<file path="config.mk">
export PLATFORM = sky130hd
export DESIGN_NAME = tcw_sequencer
export DESIGN_NICKNAME = d
export VERILOG_FILES = /design/src/hdl/tcw_pkg.sv /design/src/hdl/tcw_sequencer.sv
export VERILOG_INCLUDE_DIRS = /design/src /design/src/hdl
export SDC_FILE = /design/constraint.sdc
export NUM_CORES = 1
export LEC_CHECK = 0
export BUFFER_PORTS_ARGS = -buffer_cell sky130_fd_sc_hd__buf_2
export CAP_MARGIN = 20
export CORE_UTILIZATION = 57
export CTS_CLUSTER_SIZE = 12
export DETAILED_ROUTE_END_ITERATION = 16
export GPL_TIMING_DRIVEN = 0
export PLACE_DENSITY = 0.82
export SYNTH_ARGS = -nofsm -noshare
export SYNTH_HDL_FRONTEND = slang
export SYNTH_SLANG_ARGS = --single-unit
</file>
<file path="constraint.sdc">
create_clock -name clk -period 6.5 [get_ports clk]
set_clock_uncertainty 0.15 [all_clocks]
set_input_delay 1.625 -clock clk [delete_from_list [all_inputs] [get_ports clk]]
set_output_delay 1.625 -clock clk [all_outputs]
set_load 0.05 [all_outputs]
</file>
<file path="src/hdl/text_console_char_writer_defines.svh">
// Assertion macros used by the console writer sequencer.
`ifndef TEXT_CONSOLE_CHAR_WRITER_DEFINES_SVH
`define TEXT_CONSOLE_CHAR_WRITER_DEFINES_SVH
// Implication checked on every clock edge outside reset.
`define TCW_ASSERT_IMP(label, clk, rst_n, ante, cons) \
    label: assert property (@(posedge clk) disable iff (!rst_n) (ante) |-> (cons)) \
        else $error("assertion failed");
// Implication whose consequent is checked in the cycle after the antecedent.
`define TCW_ASSERT_NEXT(label, clk, rst_n, ante, cons) \
    label: assert property (@(posedge clk) disable iff (!rst_n) (ante) |=> (cons)) \
        else $error("assertion failed");
`endif

</file>
<file path="src/hdl/tcw_pkg.sv">
// Package of the text console writer: constants, types and the state enum.
package tcw_pkg;
    localparam int COLUMNS_DEF      = 80;
    localparam int ROWS_DEF         = 25;
    localparam int ESCAPE_LIMIT_DEF = 20;

    localparam logic [7:0] ESC_CODE   = 8'd27;
    localparam logic [7:0] TAB_CODE   = 8'd9;
    localparam logic [7:0] BS_CODE    = 8'd8;
    localparam logic [7:0] LF_CODE    = 8'd10;
    localparam logic [7:0] CR_CODE    = 8'd13;
    localparam logic [7:0] SPACE_CODE = 8'd32;
    localparam logic [7:0] RESET_ATTR = 8'h07;

    localparam logic OP_WRITE = 1'b0;
    localparam logic OP_READ  = 1'b1;

    localparam logic [2:0] REG_WIN_LEFT   = 3'd0;
    localparam logic [2:0] REG_WIN_TOP    = 3'd1;
    localparam logic [2:0] REG_WIN_RIGHT  = 3'd2;
    localparam logic [2:0] REG_WIN_BOTTOM = 3'd3;
    localparam logic [2:0] REG_TEXT_ATTR  = 3'd4;
    localparam logic [2:0] REG_SCROLL_EN  = 3'd5;

    typedef struct packed {
        logic       operation;
        logic [7:0] char_byte;
        logic [10:0] cell_address;
    } in_item_t;

    typedef struct packed {
        logic [6:0] cursor_col;
        logic [4:0] cursor_row;
        logic       in_escape;
        logic       escape_done;
        logic [7:0] final_letter;
        logic [7:0] cell_char;
        logic [7:0] cell_attr;
    } out_item_t;

    typedef struct packed {
        logic [6:0] win_left;
        logic [4:0] win_top;
        logic [6:0] win_right;
        logic [4:0] win_bottom;
        logic [7:0] text_attr;
        logic       scroll_enable;
    } cfg_t;

    typedef enum logic [3:0] {
        ST_CLEAR,
        ST_IDLE,
        ST_DECODE,
        ST_READ_WAIT,
        ST_READ_DONE,
        ST_NEWLINE,
        ST_SCROLL_RD,
        ST_SCROLL_WR,
        ST_BLANK,
        ST_OUTPUT
    } state_t;

    // Memory request from the sequencer to the screen store.
    typedef struct packed {
        logic        wr_en;
        logic [10:0] wr_addr;
        logic [15:0] wr_data;
        logic [10:0] rd_addr;
    } mem_req_t;
endpackage

</file>
<file path="src/hdl/tcw_sequencer.sv">
// Sequencer: decodes bytes, moves the cursor and drives the screen store.
`include "text_console_char_writer_defines.svh"
module tcw_sequencer #(
    parameter int ESCAPE_LIMIT = tcw_pkg::ESCAPE_LIMIT_DEF
) (
    input  logic               clk,
    input  logic               rst_n,
    input  tcw_pkg::cfg_t      cfg,
    input  logic               in_valid,
    output logic               in_ready,
    input  tcw_pkg::in_item_t  in_item,
    output logic               out_valid,
    input  logic               out_ready,
    output tcw_pkg::out_item_t out_item,
    output tcw_pkg::mem_req_t  mem_req,
    input  logic [15:0]        rd_data
);
    localparam int COLUMNS = tcw_pkg::COLUMNS_DEF;
    localparam int ROWS    = tcw_pkg::ROWS_DEF;
    localparam int CELLS = COLUMNS * ROWS;
    localparam int CW    = $clog2(CELLS + 1);
    localparam int EW    = $clog2(ESCAPE_LIMIT + 1);
    localparam logic [6:0] MAXCOL = 7'(COLUMNS - 1);
    localparam logic [4:0] MAXROW = 5'(ROWS - 1);
    localparam logic [10:0] COLS11 = 11'(COLUMNS);

    tcw_pkg::state_t state_reg, state_next;
    logic [6:0]  cx_reg, cx_next;
    logic [4:0]  cy_reg, cy_next;
    logic        esc_reg, esc_next;
    logic [EW-1:0] ecnt_reg, ecnt_next;
    tcw_pkg::in_item_t item_reg, item_next;
    logic        done_reg, done_next;
    logic [7:0]  letter_reg, letter_next;
    logic [15:0] cell_reg, cell_next;
    logic [CW-1:0] clr_reg, clr_next;
    logic [4:0]  sy_reg, sy_next;
    logic [6:0]  sx_reg, sx_next;
    logic [10:0] base_reg, base_next;

    logic [6:0] right_e;
    logic [4:0] bot_e;
    logic       left_ok;
    logic [7:0] c;
    logic       is_letter;
    logic [10:0] cur_addr;

    // Effective window edges and the current cell address.
    always_comb
    begin
        right_e  = (cfg.win_right > MAXCOL) ? MAXCOL : cfg.win_right;
        bot_e    = (cfg.win_bottom > MAXROW) ? MAXROW : cfg.win_bottom;
        c        = item_reg.char_byte;
        is_letter = (c >= 8'd97 && c <= 8'd122) || (c >= 8'd65 && c <= 8'd90);
        cur_addr = 11'(32'(cy_reg) * COLUMNS) + 11'(cx_reg);
        left_ok  = (cfg.win_left <= right_e) && (cy_next >= cfg.win_top) && (cy_next <= bot_e);
    end

    // Registers.
    always_ff @(posedge clk or negedge rst_n)
    begin
        if (!rst_n)
        begin
            state_reg <= tcw_pkg::ST_CLEAR;
            cx_reg <= '0;
            cy_reg <= '0;
            esc_reg <= 1'b0;
            ecnt_reg <= '0;
            clr_reg <= '0;
        end
        else
        begin
            state_reg <= state_next;
            cx_reg <= cx_next;
            cy_reg <= cy_next;
            esc_reg <= esc_next;
            ecnt_reg <= ecnt_next;
            clr_reg <= clr_next;
        end
    end

    always_ff @(posedge clk)
    begin
        item_reg <= item_next;
        done_reg <= done_next;
        letter_reg <= letter_next;
        cell_reg <= cell_next;
        sy_reg <= sy_next;
        sx_reg <= sx_next;
        base_reg <= base_next;
    end

    // Next state and datapath.
    always_comb
    begin
        state_next = state_reg;
        cx_next = cx_reg;
        cy_next = cy_reg;
        esc_next = esc_reg;
        ecnt_next = ecnt_reg;
        item_next = item_reg;
        done_next = done_reg;
        letter_next = letter_reg;
        cell_next = cell_reg;
        clr_next = clr_reg;
        sy_next = sy_reg;
        sx_next = sx_reg;
        base_next = base_reg;
        mem_req = '0;
        mem_req.rd_addr = base_reg + COLS11 + 11'(sx_reg);
        unique case (state_reg)
            tcw_pkg::ST_CLEAR:
            begin
                mem_req.wr_en = 1'b1;
                mem_req.wr_addr = 11'(clr_reg);
                mem_req.wr_data = {tcw_pkg::RESET_ATTR, tcw_pkg::SPACE_CODE};
                clr_next = clr_reg + 1'b1;
                if (32'(clr_reg) == CELLS - 1)
                begin
                    state_next = tcw_pkg::ST_IDLE;
                end
            end
            tcw_pkg::ST_IDLE:
            begin
                if (in_valid)
                begin
                    item_next = in_item;
                    done_next = 1'b0;
                    letter_next = '0;
                    cell_next = '0;
                    state_next = (in_item.operation == tcw_pkg::OP_READ)
                                 ? tcw_pkg::ST_READ_WAIT : tcw_pkg::ST_DECODE;
                end
            end
            tcw_pkg::ST_READ_WAIT:
            begin
                mem_req.rd_addr = item_reg.cell_address;
                state_next = tcw_pkg::ST_READ_DONE;
            end
            tcw_pkg::ST_READ_DONE:
            begin
                cell_next = (32'(item_reg.cell_address) < CELLS) ? rd_data : 16'h0;
                state_next = tcw_pkg::ST_OUTPUT;
            end
            tcw_pkg::ST_DECODE:
            begin
                state_next = tcw_pkg::ST_OUTPUT;
                if (esc_reg && c != tcw_pkg::ESC_CODE)
                begin
                    esc_next = 1'b0;
                    ecnt_next = ecnt_reg + 1'b1;
                    if (is_letter)
                    begin
                        done_next = 1'b1;
                        letter_next = c;
                    end
                    else if (32'(ecnt_reg) + 1 < ESCAPE_LIMIT)
                    begin
                        esc_next = 1'b1;
                    end
                end
                if (!(esc_reg && c != tcw_pkg::ESC_CODE && (is_letter
                      || 32'(ecnt_reg) + 1 < ESCAPE_LIMIT)))
                begin
                    esc_next = 1'b0;
                    case (c)
                        tcw_pkg::TAB_CODE:
                        begin
                        end
                        tcw_pkg::BS_CODE:
                        begin
                            if (cx_reg > cfg.win_left)
                            begin
                                cx_next = cx_reg - 1'b1;
                                mem_req.wr_en = (32'(cy_reg) < ROWS);
                                mem_req.wr_addr = cur_addr - 11'd1;
                                mem_req.wr_data = {cfg.text_attr, tcw_pkg::SPACE_CODE};
                            end
                        end
                        tcw_pkg::LF_CODE:
                        begin
                            if (left_ok)
                            begin
                                cx_next = cfg.win_left;
                            end
                            state_next = tcw_pkg::ST_NEWLINE;
                        end
                        tcw_pkg::CR_CODE:
                        begin
                            if (left_ok)
                            begin
                                cx_next = cfg.win_left;
                            end
                        end
                        tcw_pkg::ESC_CODE:
                        begin
                            esc_next = 1'b1;
                            ecnt_next = '0;
                        end
                        default:
                        begin
                            mem_req.wr_en = (32'(cy_reg) < ROWS) && (32'(cx_reg) < COLUMNS);
                            mem_req.wr_addr = cur_addr;
                            mem_req.wr_data = {cfg.text_attr, c};
                            cx_next = cx_reg + 1'b1;
                            if (cx_reg + 1'b1 > right_e)
                            begin
                                if (left_ok)
                                begin
                                    cx_next = cfg.win_left;
                                end
                                state_next = tcw_pkg::ST_NEWLINE;
                            end
                            else if (cx_reg + 1'b1 > MAXCOL)
                            begin
                                cx_next = MAXCOL;
                            end
                        end
                    endcase
                end
            end
            tcw_pkg::ST_NEWLINE:
            begin
                // Step down one row, scrolling at the bottom edge when scrolling is enabled.
                state_next = tcw_pkg::ST_OUTPUT;
                cy_next = cy_reg + 1'b1;
                if (cy_reg + 1'b1 > bot_e)
                begin
                    cy_next = bot_e;
                    if (cfg.scroll_enable)
                    begin
                        sy_next = cfg.win_top;
                        sx_next = cfg.win_left;
                        base_next = 11'(32'(cfg.win_top) * COLUMNS);
                        state_next = (cfg.win_top < bot_e && cfg.win_left <= right_e)
                                     ? tcw_pkg::ST_SCROLL_RD : tcw_pkg::ST_BLANK;
                        if (!(cfg.win_left <= right_e))
                        begin
                            state_next = tcw_pkg::ST_OUTPUT;
                        end
                        else if (!(cfg.win_top < bot_e))
                        begin
                            base_next = 11'(32'(bot_e) * COLUMNS);
                        end
                    end
                end
                if (left_ok)
                begin
                    cx_next = cfg.win_left;
                end
                if (cx_next > MAXCOL)
                begin
                    cx_next = MAXCOL;
                end
            end
            tcw_pkg::ST_SCROLL_RD:
            begin
                // Read the cell one row below.
                state_next = tcw_pkg::ST_SCROLL_WR;
            end
            tcw_pkg::ST_SCROLL_WR:
            begin
                mem_req.wr_en = 1'b1;
                mem_req.wr_addr = base_reg + 11'(sx_reg);
                mem_req.wr_data = rd_data;
                state_next = tcw_pkg::ST_SCROLL_RD;
                sx_next = sx_reg + 1'b1;
                if (sx_reg == right_e)
                begin
                    sx_next = cfg.win_left;
                    sy_next = sy_reg + 1'b1;
                    base_next = base_reg + COLS11;
                    if (sy_reg + 1'b1 == bot_e)
                    begin
                        state_next = tcw_pkg::ST_BLANK;
                    end
                end
            end
            tcw_pkg::ST_BLANK:
            begin
                mem_req.wr_en = 1'b1;
                mem_req.wr_addr = base_reg + 11'(sx_reg);
                mem_req.wr_data = {cfg.text_attr, tcw_pkg::SPACE_CODE};
                sx_next = sx_reg + 1'b1;
                if (sx_reg == right_e)
                begin
                    state_next = tcw_pkg::ST_OUTPUT;
                end
            end
            tcw_pkg::ST_OUTPUT:
            begin
                if (out_ready)
                begin
                    state_next = tcw_pkg::ST_IDLE;
                end
            end
            default:
            begin
                state_next = tcw_pkg::ST_IDLE;
            end
        endcase
    end

    // Handshake outputs.
    always_comb
    begin
        in_ready = (state_reg == tcw_pkg::ST_IDLE);
        out_valid = (state_reg == tcw_pkg::ST_OUTPUT);
        out_item.cursor_col = cx_reg;
        out_item.cursor_row = cy_reg;
        out_item.in_escape = esc_reg;
        out_item.escape_done = done_reg;
        out_item.final_letter = letter_reg;
        out_item.cell_char = cell_reg[7:0];
        out_item.cell_attr = cell_reg[15:8];
    end

    `TCW_ASSERT_IMP(a_no_both, clk, rst_n, 1'b1, !(in_ready && out_valid))
    `TCW_ASSERT_IMP(a_row_range, clk, rst_n, out_valid, 32'(cy_reg) < ROWS)
    `TCW_ASSERT_IMP(a_col_range, clk, rst_n, out_valid, 32'(cx_reg) < COLUMNS)
    `TCW_ASSERT_NEXT(a_done_letter, clk, rst_n, out_valid && done_reg, !esc_reg || !out_ready)
endmodule

</file>
==> results_dict.tcl <==
set metrics [dict create \
    antenna_found_initial 0 \
    clock-sinks 96 \
    die_area_um2 14300 \
    post_drt_wl_per_cell_um 18.5 \
    initial_core_util_pct 59.0 \
    wl_met1_mm 9.48 \
    pin_count 152 \
    powerDensity_nw_per_um2 401 \
    post-route-drc-count 0 \
    cp-start-kind "primary input" \
    diodes 0 \
    ys_async_sr_fraction_pct 34.4 \
    route.detailed.vias_per_inst 6.16 \
    cts_setup_buffers 0 \
    peakVddDrop_mv 0.252 \
    drive_gt1_share_pct 19.8 \
    synth_nets 1007 \
    cpMaxStageDelayCell "a2111oi_2" \
    dp_hpwl_mm 17.2 \
    maxSlewViolCount 0 \
    drtPass1Iterations 5 \
    clk_latency_ps 360 \
    cp_common_cell "buf_2" \
    yosys.cell_count.top_type "nand2_1" \
    period_needed_ps 6300 \
    synth_area_leaders "edfxtp_1 24%, ha_1 12%, dfrtp_1 10%" \
    yosys-top-cells-count "88 x nand2_1, 76 x ha_1, 65 x o21ai_0, 63 x edfxtp_1, 51 x a21oi_1" \
    worstPathArrival_ps 4520 \
    hold_ws_ps 372 \
    syn_avg_cell_area_um2 9.24 \
    place.gp.congestion 0.955 \
    cts_buffer_depth 2 \
    postSynthCellCount 852 \
    slowest_delay_ps 530 \
    p_total_mw 3.68 \
    wl_met2_mm 10.2 \
    finalCritPeriodShare_pct 96.9 \
    synth_warnings 0 \
    worst_slew_pin_slew_ps 1000 \
    max_freq_mhz 159 \
    route.met3.wl_mm 1.70 \
    slew_headroom_pct 33.3 \
    grtUsageTotal_pct 31.3 \
    final_nets 1170 \
    cts_buffers 9 \
    rsz0062_at_grt "false" \
    power_leakage_nw 4.10 \
    synthDistinctLibCells 76 \
    crit_chain "buf_2 > inv_1 > ha_1 > nand4_1 > a21oi_1 > a2111oi_2 > or3_1 > clkbuf_1 > nand2_1 > nand2_2 > nand2_4 > a221o_1 > buf_2" \
    grt_pass1_wl_mm 34.6 \
    h-tree-depth 3 \
    postRouteAntennaNets 0 \
    coreArea_um2 13300 \
    root_buffer "clkbuf_16" \
    gr-total-overflow 0 \
    maxCapViolations 0 \
    ys.flop_type "edfxtp_1" \
    top_layer_used "met4" \
    reg2reg_setup_slack_ps 1360 \
    status "finished clean" \
    vias 7371 \
    cp-end-kind "output port" \
    clk_pin_slew_ps 70 \
    drtIter0Drc 772 \
    ys_ff_latch 96 \
    crit_required_ps 4720 \
    synth_top_area_share_pct 24.0 \
    setup_violations 0 \
    largest_register_ffs 16 \
    finalHoldViolations 0 \
    synth_top_cell_by_area "edfxtp_1" \
    syn_to_final_growth_pct 16.7 \
    cts_tree "built" \
    worstHoldPathType "reg2reg" \
    die_x_um 120 \
    seq_area_frac_synth_pct 34.5 \
    dieHeight_um 120 \
    setup.worst_path.class "in2out" \
    grt_pass1_vias 6775 \
    rows 42 \
    hold_buffers 0 \
    syn_area_um2 7870 \
    crit_fanout 10 \
    grt_max_degree 34 \
    io_buffer_count 151 \
    synth-edff-count 63 \
    routed_wl_mm 22.1 \
]
[kinds of logic after synthesis]
| family | synth area share [%] |
|---|---|
| adders and majority gates | 13.6 |
| and+or+nand+nor | 18.3 |
| AOI/OAI and AO/OA | 18.9 |
| muxes | 3.15 |
| buffers and inverters | 3.70 |
| xor gates and xnor gates | 7.90 |
| DFF | 34.5 |
[placed cells by master, fill, tap and decap left out, drive strengths merged, types with 6 or more instances in the layout]
cell / Yosys / routed
a21o: 14 / 14
a21oi: 51 / 51
a22o: 13 / 13
a22oi: 9 / 9
a31oi: 6 / 6
and2: 22 / 22
and3: 16 / 16
buf: 9 / 161
clkbuf: 28 / 37
dfrtp: 33 / 33
edfxtp: 63 / 63
fa: 6 / 6
ha: 76 / 76
inv: 37 / 40
mux2: 6 / 6
mux2i: 18 / 18
nand2: 90 / 90
nand2b: 14 / 14
nand3: 23 / 23
nand4: 11 / 11
nor2: 49 / 49
nor3: 19 / 19
o21ai: 68 / 68
o221ai: 7 / 7
o22ai: 6 / 6
xnor2: 45 / 45
xor2: 26 / 26
[area by class of cell]
type / instances / area, um^2
Inverter: 37 / 139
Timing Repair Buffer: 152 / 761
Fill cell: 1074 / 4160
Clock inverter: 7 / 88.8
Multi-Input combinational cell: 682 / 4880
Clock buffer: 9 / 225
Sequential cell: 96 / 2720
Tap cell: 176 / 220
Buffer: 37 / 153
[critical path: cells and delay by family]
| family | cells | cell delay, ps |
|---|---|---|
| buf+inv | 4 | 710 |
| simple gates | 5 | 910 |
| fa+ha+maj | 1 | 320 |
| compound gates | 3 | 950 |
[where the power goes]
part           leakage, nW  switching (mW)  internal [mW]
Clock                0.150           0.265          0.307
Combinational         2.94            1.53          0.645
Sequential            1.01           0.108          0.821
[stage by stage]
step                      setup TNS (ps)  cell area (um^2)  util (%)  setup slack, ps  std cells
final                                  0              9190      68.8              202       1196
after global routing                   0              9190      68.8             94.5       1196
after CTS                              0              9170      68.7             27.8       1196
after detailed placement           -3160              8850      66.3             -488       1180
after global placement             -3020              8850      66.3             -558       1179
after floorplan                        0              7870         -              628        852
[path summary, 6_finish.rpt]
| kind | start | end | cells past startpoint |
|---|---|---|---|
| min reg2reg | clr_reg[9]$_DFFE_PN0P_ | clr_reg[9]$_DFFE_PN0P_ | 1 |
| min | clr_reg[9]$_DFFE_PN0P_ | clr_reg[9]$_DFFE_PN0P_ | 1 |
| max | cfg[30] | mem_req[21] | 13 |
| max in group asynchronous | rst_n | clr_reg[9]$_DFFE_PN0P_ | 1 |
| min in group asynchronous | rst_n | cx_reg[2]$_DFFE_PN0P_ | 1 |
| max reg2reg | cy_reg[0]$_DFF_PN0_ | cx_reg[2]$_DFFE_PN0P_ | 17 |
[repair_timing]
| action | CTS | global route |
|---|---|---|
| gates resized for setup | 2 | 3 |
| setup endpoints to repair | 12 | 14 |
| gates cloned | 0 | 0 |
| pin swaps | 0 | 0 |
[layer usage]
metal	track usage [%]	up-vias
met5	0	-
met4	13.7	0
met3	5.32	61
met2	50.5	384
met1	41.5	3451
li1	-	3475
(Power assumes the default switching activity.)
